==> src/rtl/gsa_pkg.sv <==
`timescale 1ns / 1ps
// ----------------------------------------------------------------------------
// gsa_pkg
// Shared types and constants of the generational slot allocator.
// ----------------------------------------------------------------------------
package gsa_pkg;

  localparam int unsigned ReqTypeW = 2;
  localparam int unsigned SlotIdW  = 14;
  localparam int unsigned GenW     = 16;
  localparam int unsigned StatusW  = 2;

  // occupancy words hold one bit per slot (leaf) or per row (summary)
  localparam int unsigned RowBits  = 32;
  localparam int unsigned RowShift = 5;

  typedef enum logic [ReqTypeW-1:0] {
    REQ_ALLOC = 2'd0,
    REQ_FREE  = 2'd1,
    REQ_CLEAR = 2'd2
  } req_e;

  typedef enum logic [StatusW-1:0] {
    STAT_DONE    = 2'd0,
    STAT_FULL    = 2'd1,
    STAT_IGNORED = 2'd2
  } status_e;

  // updates to the group-full map
  typedef struct packed {
    logic wipe;
    logic set;
    logic clr;
  } top_cmd_t;

  // index of the lowest zero bit of a word
  function automatic logic [RowShift-1:0] lowest_zero(input logic [RowBits-1:0] w);
    logic [RowShift-1:0] idx;
    idx = '0;
    for (int i = RowBits - 1; i >= 0; i--) begin
      if (!w[i]) begin
        idx = RowShift'(i);
      end
    end
    return idx;
  endfunction

endpackage

==> src/rtl/gsa_top_map.sv <==
`timescale 1ns / 1ps
// ----------------------------------------------------------------------------
// gsa_top_map
// Top level of the occupancy hierarchy: one full flag per group of rows and
// a lowest-free-group encoder.
// ----------------------------------------------------------------------------
module gsa_top_map #(
  parameter int unsigned GrpW      = 4,
  parameter int unsigned NumGroups = 16
) (
  input  logic                clk_i,
  input  logic                rst_ni,
  input  gsa_pkg::top_cmd_t   cmd_i,
  input  logic [GrpW-1:0]     grp_i,
  output logic [GrpW-1:0]     free_grp_o,
  output logic                any_free_o
);

  localparam int unsigned NumGrpP = 2 ** GrpW;
  // groups past the table never have a free slot
  localparam logic [NumGrpP-1:0] PadMask = {NumGrpP{1'b1}} << NumGroups;

  logic [NumGrpP-1:0] full_q;
  logic [NumGrpP-1:0] full_d;
  logic [NumGrpP-1:0] full_eff;

  always_comb begin
    full_d = full_q;
    if (cmd_i.wipe) begin
      full_d = '0;
    end else if (cmd_i.set) begin
      full_d[grp_i] = 1'b1;
    end else if (cmd_i.clr) begin
      full_d[grp_i] = 1'b0;
    end
  end

  always_ff @(posedge clk_i or negedge rst_ni) begin
    if (!rst_ni) begin
      full_q <= '0;
    end else begin
      full_q <= full_d;
    end
  end

  assign full_eff   = full_q | PadMask;
  assign any_free_o = ~(&full_eff);

  always_comb begin
    free_grp_o = '0;
    for (int i = NumGrpP - 1; i >= 0; i--) begin
      if (!full_eff[i]) begin
        free_grp_o = GrpW'(i);
      end
    end
  end

endmodule

==> config.mk <==
export PLATFORM = sky130hd
export DESIGN_NAME = gsa_top_map
export DESIGN_NICKNAME = d
export VERILOG_FILES = /design/src/rtl/gsa_pkg.sv /design/src/rtl/gsa_top_map.sv
export SDC_FILE = /design/constraint.sdc
export NUM_CORES = 1
export LEC_CHECK = 0
export ABC_AREA = 1
export BUFFER_PORTS_ARGS = -buffer_cell sky130_fd_sc_hd__buf_2
export CAP_MARGIN = 20
export CORE_ASPECT_RATIO = 0.75
export CORE_MARGIN = 8
export CORE_UTILIZATION = 60
export CTS_BUF_LIST = sky130_fd_sc_hd__clkbuf_4 sky130_fd_sc_hd__clkbuf_8 sky130_fd_sc_hd__clkbuf_16
export DETAILED_ROUTE_END_ITERATION = 6
export PLACE_DENSITY = 0.83
export SYNTH_ARGS = -nofsm -noshare
export SYNTH_HDL_FRONTEND = slang
export SYNTH_SLANG_ARGS = --single-unit
==> constraint.sdc <==
create_clock -name clk_i -period 3.4 [get_ports clk_i]
set_clock_uncertainty 0.1 [all_clocks]
set_input_delay 0.68 -clock clk_i [delete_from_list [all_inputs] [get_ports clk_i]]
set_output_delay 0.68 -clock clk_i [all_outputs]
set_load 0.01 [all_outputs]
# == Yosys cells after proc, flatten, opt, wreduce, memory -nomap -nowiden ==
# Index checks and enable logic that the tools add are counted.
# classes
bitwise_logic,4
magnitude_cmp,2
n_reduce_logical,3
n_mux,21
# ops
op,count
$mux 4,16
$mux 16,3
$and 16x16->16,1
$not 16->16,1
$or 16x16->16,1
$reduce_and 16->1,1
$lt 4x5->1 const B,1
$demux 1 s4,1
$ge 4x1->1 const B,1
$reduce_bool 3->1,1
$logic_and 1x1->1,1
$mux 1,1
$not 1->1,1
# totals
regBits,16
inputBits,9
wordCells,31

# == Longest topological paths before layout ==
# Gate-level depths: netlist of the first run.
# depth
ltp_word,16
ltp_mapped,15
depth_no_buf,15

# == Worst setup path after synthesis of the first run ==
# Ideal clock, no wire load.
# synth_timing
path_kind,flip-flop to output port
startpoint,register full_q[15] (netlist: full_eff[15])
endpoint,output port free_grp_o[0]
path_buffers,0
arrival_ns,1.153
path_stages_with_launch,16
slack_ns,1.467
path_cell_list,dfrtp_1 -> inv_2 -> nand2_1 -> nand2_1 -> nand2_1 -> nand2_1 -> nand2_1 -> nand2_1 -> nand2_1 -> nand2_1 -> nand2_1 -> nand2_1 -> nand2_1 -> nand2_1 -> nand2_1 -> a21oi_2
# synth_via
elab_chain_cells,16
# synth_lines
element,line,source
from (decl),gsa_top_map.sv:23,logic [NumGrpP-1:0] full_q;
from (signal assigned),gsa_top_map.sv:42,full_q <= full_d;
$mux 4 (16 in series),gsa_top_map.sv:52,if (!full_eff[i]) begin
to (decl),gsa_top_map.sv:15,"output logic [GrpW-1:0] free_grp_o,"
# No other way between the ends.

# == Worst setup path in the final report of the first run ==
# layout_timing
startpoint,register full_q[2] (netlist: full_eff[2])
endpoint,output port free_grp_o[3]
# layout_via
elab_chain_cells,3
# layout_lines
element,line
$mux 4 (3 in series),gsa_top_map.sv:52
# No other way between the ends.

==> metrics.yaml, run 1 <==
run:
  maxCapViolations: 0
synth:
  syn_inst: 151
  synth_top_area_cell: "dfrtp_1"
  yosysTopAreaCellShare_pct: 37.1
  syn_area_um2: 1080
  seq_area_frac_synth_pct: 37.1
  syn-num-nets: 160
  ys_ff_latch: 16
  syn_avg_cell_area_um2: 7.14
  yosysWarningCount: 0
  synth_cell_type_count: 20
  yosys-top-cells-area: "dfrtp_1, nand2_1, a21oi_2, inv_1, o21ai_0"
setup_path:
  start_kind: "flip-flop"
  endpoint_kind: "primary output"
  cp_data_arrival_time_ns: 1.74
  critPathKind: "reg -> out"
  cp_max_fo: 4
  timing.rr.end: "full_eff[6]"
  rr_worst_depth: 4
  reg2reg_slack_ns: 2.38
  critPathLaunch: "full_eff[2]"
  r2r_start: "full_eff[6]"
  worstPathRequired_ns: 2.62
layout:
  fin_util_pct: 68.6
  layout-drive-gt1-share_pct: 18.9
  diodes: 0
  largest_register_ff_count: 16
  final_cell_mix: "nand2_1, inv_1, dfrtp_1"
  final_common_cell: "nand2_1"
  nNetsFinal: 175
  fin_area_um2: 1170
  area_growth_pct: 8.70
routing:
  num_vias: 1080
  drtIter0Drc: 46
  wl_um: 2510
  final_antenna_net_count: 0
  viasPerCell: 5.81
  wl_met1_um: 1270
  wire_per_inst_um: 13.5
  met2WireLength_um: 1080
  dr.pass1.iters: 4
  drc_errors: 0
  met3_length_um: 140
  routed.top_layer: "met4"
cts:
  htree_levels: 1
  cts_setup_buffers: 0
  cts_hold_buf: 0
  cts_tree: "built"
  clock-root-buffer: "clkbuf_4"
  cts_made_buffers: 3
  ctsResizeCount: 0
  clkLatencyLatePin_ns: 0.29
  clkSinkCount: 16
  clockBufferDepth: 2
  clkTransAtPathRegs_ns: 0.09
sta:
  finalCritPeriodShare_pct: 74.2
  worst_pin_slew_ns: 0.558
  fmax_mhz: 396
  grt_setup_unrepaired: "no"
  fin_crit_ns: 2.52
  final.setup.tns_ns: 0
  setup_viol: 0
  fin_ws_ns: 0.877
  max_slew_margin_pct: 62.5
  hold_violations: 0
  maxSlewViolCount: 0
die:
  die_height_um: 52.7
  die_area_um2: 3420
  start_util_pct: 63.2
  num_io_pins: 14
  chipWidth_um: 65.0
  rows: 13
  core_um2: 1710
grt:
  grt_pass1_wl_um: 4240
  overflow: 0
  track_usage_pct: 15.6
  grt_antenna_before_repair: 0
  grt_pass1_vias: 997
  grt_max_degree: 17
power:
  comb_power_share_pct: 16.2
  peakVddDrop_v: 0.000316
  power_leakage_uw: 0.000467
  pwr-share-clk_pct: 27.5
  power_density_nw_per_um2: 306
  swShare_pct: 29.2
  p_total_uw: 359
  p_sw_uw: 105
  p_seq_share_pct: 56.3
  p_int_uw: 254
place:
  placed_area_um2: 1150
  port_buffers: 13
  gp_congestion: 0.844
  dp_slack_ns: 1.24
  place_hpwl_um: 1910
status:
  status: "complete, no violations"
worst_hold_path:
  hold_class: "in -> async"
[layout make-up]
| cell class | instances | area, um^2 |
|---|---|---|
| clock buffers | 3 | 22.5 |
| fillers | 145 | 536 |
| inverters | 25 | 93.8 |
| multi-input cells | 107 | 563 |
| flip-flops and latches | 16 | 400 |
| well taps | 22 | 27.5 |
| repair buffers | 13 | 65.1 |
[power by group through the flow]
stage / sequential, uW / combinational, uW / clock (uW)
floorplan: 204 / 39.5 / 0
CTS: 202 / 57.5 / 102
finish: 202 / 58.2 / 98.6
global route: 203 / 64.9 / 111
global placement: 205 / 55.9 / 0
detailed placement: 205 / 57.2 / 0
[stage by stage]
step / std cells / hold slack (ns)
floorplan: 151 / 0.284
finish: 186 / 0.182
CTS: 186 / 0.195
detailed placement: 183 / 0.467
global route: 186 / 0.205
global placement: 183 / 0.464
[logic make-up after synthesis]
kind of cell | after synthesis | share of synthesized area (%)
compound gates | 45 | 26.6
buf+inv | 28 | 10.7
flops | 16 | 37.1
simple gates | 62 | 25.6
[Yosys cell counts]
cell      number
nand2_1       32
o31ai_4        1
nand4_1        1
nor3_1         4
o21ai_1       10
clkbuf_2       1
buf_6          1
nor2_4         2
nand3_1       11
inv_1         23
nor2_1         9
o22ai_1        3
dfrtp_1       16
a311oi_1       1
buf_2          1
nor4_1         3
o21ai_0       14
a21oi_2       10
a21oi_1        6
inv_2          2
[critical path, stage by stage (launching register included)]
cell     delay [ns]
dfrtp_1        0.41
inv_1          0.07
nor4_1         0.52
inv_1          0.12
nor3_1         0.18
buf_2          0.15
[worst max-delay path by stage]
stage                                to  cells after the start
after detailed placement  free_grp_o[3]                      5
after global placement    free_grp_o[3]                      5
after CTS                 free_grp_o[3]                      5
final                     free_grp_o[3]                      5
after floorplan           free_grp_o[0]                     15
after global routing      free_grp_o[0]                     16
[metal layers]
layer  global-route usage [%]  vias up
met2                     24.7       34
met4                     3.25        0
met5                        0        -
met3                     4.91        4
met1                     20.5      509
li1                         -      533
Power figures use the tool's default switching activity.
==> run 2, diff against run 1 <==
- CORE_UTILIZATION: 60 -> 50
- PLACE_DENSITY: 0.83 -> 0.74
- clock period: 3.4 -> 2.28 ns (I/O delays scaled with it)
==> run 2 against run 1 <==
  * The run now ends with setup timing left
  * Non-clock buffer count grew 3
  * Cell area grew 4.3%
  * First-iteration DRC count shrank 28%
  * Routed wire length grew 3.9%
  * Sequential power grew 49%
  * Critical path depth grew 4
  * Sequential cell count is the same
  * Total power grew 64%
  * Clock power grew 100%
  * Sequential share of layout area shrank 1.4 points
  * Critical path type unchanged
==> metrics.yaml, run 2 (synthesis results as in run 1) <==
die:
  die_area_um2: 3910  # +14%
  core_um2: 2010  # +18%
  start_util_pct: 53.5  # -9.6 points
  chipWidth_um: 69.6  # +7.2%
  rows: 14  # +1
  die_height_um: 56.2  # +6.6%
  num_io_pins: 14  # unchanged
setup_path:
  start_kind: "flip-flop"
  worstPathRequired_ns: 1.72  # -0.90 ns
  cp_max_fo: 3  # -1
  endpoint_kind: "primary output"
  r2r_start: "full_eff[4]"
  cp_data_arrival_time_ns: 1.74  # about the same
  critPathLaunch: "full_eff[15]"
  critPathKind: "reg -> out"
grt:
  grt_antenna_before_repair: 0  # unchanged
  grt_pass1_vias: 1002  # +0.50%
  grt_max_degree: 17  # unchanged
  overflow: 0  # unchanged
  track_usage_pct: 14.0  # -1.6 points
  grt_pass1_wl_um: 4640  # +9.3%
run:
  maxCapViolations: 0  # unchanged
routing:
  dr.pass1.iters: 4  # unchanged
  viasPerCell: 5.47  # -5.8%
  final_antenna_net_count: 0  # unchanged
  drtIter0Drc: 33  # -28%
  wl_um: 2610  # +3.9%
  num_vias: 1050  # -2.8%
  drc_errors: 0  # unchanged
  wire_per_inst_um: 13.6  # +0.66%
sta:
  fin_ws_ns: -0.0195  # -0.897 ns
  finalCritPeriodShare_pct: 101
  final.setup.tns_ns: -0.0195  # -0.0195 ns
  max_slew_margin_pct: 70.4  # +8.0 points
  maxSlewViolCount: 0  # unchanged
  hold_violations: 0  # unchanged
  grt_setup_unrepaired: "yes"
  fin_crit_ns: 2.30
  worst_pin_slew_ns: 0.442  # -0.116 ns
  fmax_mhz: 435
  setup_viol: 1  # +1
layout:
  nNetsFinal: 178  # +1.7%
  area_growth_pct: 13.3
  largest_register_ff_count: 16  # unchanged
  final_common_cell: "nand2_1"
  final_cell_mix: "nand2_1, inv_1, dfrtp_1"
  fin_util_pct: 60.7  # -8.0 points
  diodes: 0  # unchanged
  layout-drive-gt1-share_pct: 21.4  # +2.5 points
cts:
  cts_made_buffers: 3  # unchanged
  clock-root-buffer: "clkbuf_4"
  htree_levels: 1  # unchanged
  clkLatencyLatePin_ns: 0.30  # about the same
  clkSinkCount: 16  # unchanged
  clkTransAtPathRegs_ns: 0.10  # about the same
  cts_tree: "built"
  clockBufferDepth: 2  # unchanged
status:
  violations: "setup timing"
  status: "complete, but fails checks"
place:
  port_buffers: 13  # unchanged
  place_hpwl_um: 1970  # +3.4%
  gp_congestion: 0.877  # +3.9%
worst_hold_path:
  hp-start: "cmd_i[2]"
  hold_class: "in -> reg"
power:
  power_density_nw_per_um2: 482  # +58%
  peakVddDrop_v: 0.000357  # +13%
  p_total_uw: 589  # +64%
  power_leakage_uw: 0.000488  # +4.6%
==> run 2: cell count changes in the layout (fill, tap and decap cells not counted) <==
| cell | previous run | this run |
|---|---|---|
| clkbuf_8 | 0 | 1 |
| buf_4 | 0 | 2 |
| nor4_2 | 0 | 1 |
| nand2_1 | 32 | 31 |
| nor4_1 | 3 | 2 |
| dlygate4sd3_1 | 0 | 1 |
| nand2_2 | 0 | 1 |
==> run 2: path summary, 6_finish.rpt <==
path	end	slack, ns	cells past startpoint
worst max register to register	full_eff[4]	1.26	4
max in group asynchronous	full_eff[10]	1.33	2
worst max-delay path	free_grp_o[1]	-0.02	9
min in group asynchronous	full_eff[15]	0.49	2
worst min register to register	full_eff[2]	0.52	2
worst min-delay path	full_eff[2]	0.38	4
==> run 2: power breakdown <==
part           internal (uW)  total [uW]  switching (uW)
registers                293         301            8.29
logic                   27.1        90.8            63.8
clock network           97.5         197            99.8
total                    417         589             172
==> run 2: final cells by class <==
| cell class | instances | area, um^2 |
|---|---|---|
| inverters | 25 | 93.8 |
| fillers | 190 | 792 |
| clock buffers | 4 | 36.3 |
| repair buffers | 16 | 90.1 |
| multi-input cells | 107 | 572 |
| flip-flops and latches | 16 | 400 |
| well taps | 24 | 30.0 |
==> run 2: timing repair <==
item,in CTS,in global routing
endpoints found under the setup margin,1,4
hold endpoints to repair,16,0
hold buffers,1,0
gates resized for setup,0,2
buffers inserted,1,1
==> run 2: per-stage QoR <==
step | hold slack [ns] | instances | area, um^2 | worst slack, ns
detailed placement | 0.295 | 185 | 1150 | 0.322
global placement | 0.294 | 185 | 1150 | 0.348
global route | 0.386 | 192 | 1220 | -0.174
finish | 0.377 | 192 | 1220 | -0.0195
CTS | 0.371 | 191 | 1210 | -0.0191
floorplan | 0.0604 | 151 | 1080 | 0.571
==> run 2: worst max-delay path: stages (launching register included) <==
cell and delay, ns:
dfrtp_1 0.40, buf_4 0.14, nand2_1 0.11, nand3_1 0.08
nand3_1 0.07, nand3_1 0.07, nand3_1 0.07, nand3_1 0.09
a311oi_1 0.23, buf_2 0.18
==> run 2: per-layer routing <==
metal | track usage [%] | wire, um
met1 | 18.6 | 1350
met2 | 23.1 | 1160
met3 | 3.21 | 81
met4 | 1.71 | 14
met5 | 0 | 0
==> run 3, diff against run 2 <==
- SKIP_LAST_GASP: default -> 1
==> run 3 against run 2 <==
  * The run still ends with setup timing left
  * Maximum frequency barely moved
  * Combinational power fell by 0.4%
  * Utilization fell by 0.43 points
  * Die area did not move
  * Highest routed layer unchanged
  * Final cell count did not move
  * Largest cell class unchanged
  * Critical endpoint unchanged
  * Sequential share of layout area rose by 0.24 points
  * Sequential power barely moved
  * Cell area fell by 0.72%
  * Sequential cell count did not move
  * Global-route usage did not move
  * Critical path depth did not move
==> metrics.yaml, run 3 (synthesis results as in run 1) <==
status:
  status: "complete, but fails checks"
  violations: "setup timing"
sta:
  fin_ws_ns: -0.0187  # +0.000814 ns
  maxSlewViolCount: 0  # unchanged
  fmax_mhz: 435  # about the same
  worst_pin_slew_ns: 0.491  # +0.0489 ns
  hold_violations: 0  # unchanged
  finalCritPeriodShare_pct: 101  # about the same
  setup_viol: 1  # unchanged
  fin_crit_ns: 2.30  # -0.000814 ns
  hold_slack_ns: 0.374  # -0.00361 ns
  grt_setup_unrepaired: "yes"
  max_slew_margin_pct: 67.0  # -3.5 points
layout:
  final_cell_mix: "nand2_1, inv_1, dfrtp_1"
  area_growth_pct: 12.5
  largest_register_ff_count: 16  # unchanged
  diodes: 0  # unchanged
  nNetsFinal: 178  # unchanged
  layout-drive-gt1-share_pct: 20.2  # -1.2 points
  fin_area_um2: 1210  # -0.72%
  layout.cells.non_filler: 192  # unchanged
  final_common_cell: "nand2_1"
cts:
  clkSinkCount: 16  # unchanged
  htree_levels: 1  # unchanged
  clkLatencyLatePin_ns: 0.30  # about the same
  cts_tree: "built"
  clock-root-buffer: "clkbuf_4"
  clkTransAtPathRegs_ns: 0.10  # about the same
  ctsResizeCount: 0  # unchanged
  cts_made_buffers: 3  # unchanged
  clockBufferDepth: 2  # unchanged
setup_path:
  endpoint_kind: "primary output"
  critPathMostFrequentCell: "nand3_1"
  critPathLaunch: "full_eff[15]"
  reg2reg_slack_ns: 1.26  # about the same
  cp_cell_sequence: "buf_4 > nand2_1 > nand3_1 > nand3_1 > nand3_1 > nand3_1 > nand3_1 > a311oi_1 > buf_2"
  start_kind: "flip-flop"
  rr_worst_depth: 4  # unchanged
  timing.rr.end: "full_eff[4]"
  critPathKind: "reg -> out"
  worstPathRequired_ns: 1.72  # about the same
  r2r_start: "full_eff[4]"
  slowest_delay_ns: 0.40  # about the same
  endpoint: "free_grp_o[1]"
  cp_data_arrival_time_ns: 1.74  # about the same
  crit_path_top_delay_cell: "dfrtp_1"
  cp_max_fo: 3  # unchanged
routing:
  drtIter0Drc: 40  # +21%
  final_antenna_net_count: 0  # unchanged
  num_vias: 1043  # -0.67%
  dr.pass1.iters: 4  # unchanged
  drc_errors: 0  # unchanged
  wl_um: 2630  # +0.84%
  viasPerCell: 5.43  # -0.67%
  wire_per_inst_um: 13.7  # +0.84%
die:
  die_height_um: 56.2  # unchanged
  start_util_pct: 53.5  # unchanged
  core_um2: 2010  # unchanged
  chipWidth_um: 69.6  # unchanged
  rows: 14  # unchanged
  num_io_pins: 14  # unchanged
  die_area_um2: 3910  # unchanged
power:
  p_total_uw: 590  # +0.21%
  power_density_nw_per_um2: 486  # +0.94%
  power_leakage_uw: 0.000488  # about the same
  peakVddDrop_v: 0.000357  # +0.11%
place:
  gp_congestion: 0.877  # unchanged
  placed_area_um2: 1150  # unchanged
  port_buffers: 13  # unchanged
  dpl.cell_count: 185  # unchanged
  place_hpwl_um: 1970  # unchanged
grt:
  track_usage_pct: 14.0  # unchanged
  grt_max_degree: 17  # unchanged
  grt_pass1_wl_um: 4640  # unchanged
  overflow: 0  # unchanged
  grt_pass1_vias: 1002  # unchanged
  grt_antenna_before_repair: 0  # unchanged
worst_hold_path:
  hold_class: "in -> reg"
run:
  maxCapViolations: 0  # unchanged
run 3: area by class of cell:
cell class / count / area (um^2)
Multi-Input combinational cell: 107 / 563
Fill cell: 190 / 801
Inverter: 25 / 93.8
Tap cell: 24 / 30.0
Timing Repair Buffer: 16 / 90.1
Clock buffer: 4 / 36.3
Sequential cell: 16 / 400
run 3: worst min-delay path by stage:
stage / startpoint / endpoint / slack [ns] / cells past startpoint
2_1_floorplan: rst_ni / full_eff[0] / 0.06 / 0
3_3_place_gp: rst_ni / full_eff[11] / 0.29 / 1
3_5_place_dp: rst_ni / full_eff[11] / 0.30 / 1
4_1_cts: cmd_i[2] / full_eff[2] / 0.37 / 4
5_1_grt: cmd_i[2] / full_eff[2] / 0.39 / 4
6_report: cmd_i[2] / full_eff[2] / 0.37 / 4
run 3: power breakdown:
group          total, uW  internal [uW]  leakage, uW  switching (uW)
Sequential           301            293     0.000221            8.17
Clock                199           97.6    0.0000210             101
Combinational       90.4           26.9     0.000246            63.5
Total                590            417     0.000488             173
run 3: routing by layer:
layer / global-route usage, % / part of all wire [%]
met5: 0 / 0
met4: 1.71 / 0.72
met3: 3.21 / 3.8
met2: 23.1 / 44
met1: 18.6 / 51
run 3: repair_timing:
item / in CTS / in global routing
setup buffers: 1 / 1
endpoints found under the hold margin: 16 / 0
hold buffers: 1 / 0
setup endpoints to repair: 1 / 4
run 3: worst max-delay path: cells and delay by family (launching register included):
| family | cells | cell delay [ns] |
|---|---|---|
| AND/OR/NAND/NOR | 6 | 0.49 |
| flip-flops | 1 | 0.40 |
| AO/OA/AOI/OAI | 1 | 0.22 |
| buffers and inverters | 2 | 0.32 |
run 3: metrics by stage:
step / TNS [ns] / setup WS, ns / utilization, %
2_1_floorplan: 0 / 0.571 / -
3_3_place_gp: 0 / 0.348 / 57.2
3_5_place_dp: 0 / 0.322 / 57.2
4_1_cts: -0.0191 / -0.0191 / 59.9
5_1_grt: -0.523 / -0.184 / 60.2
6_report: -0.0187 / -0.0187 / 60.2
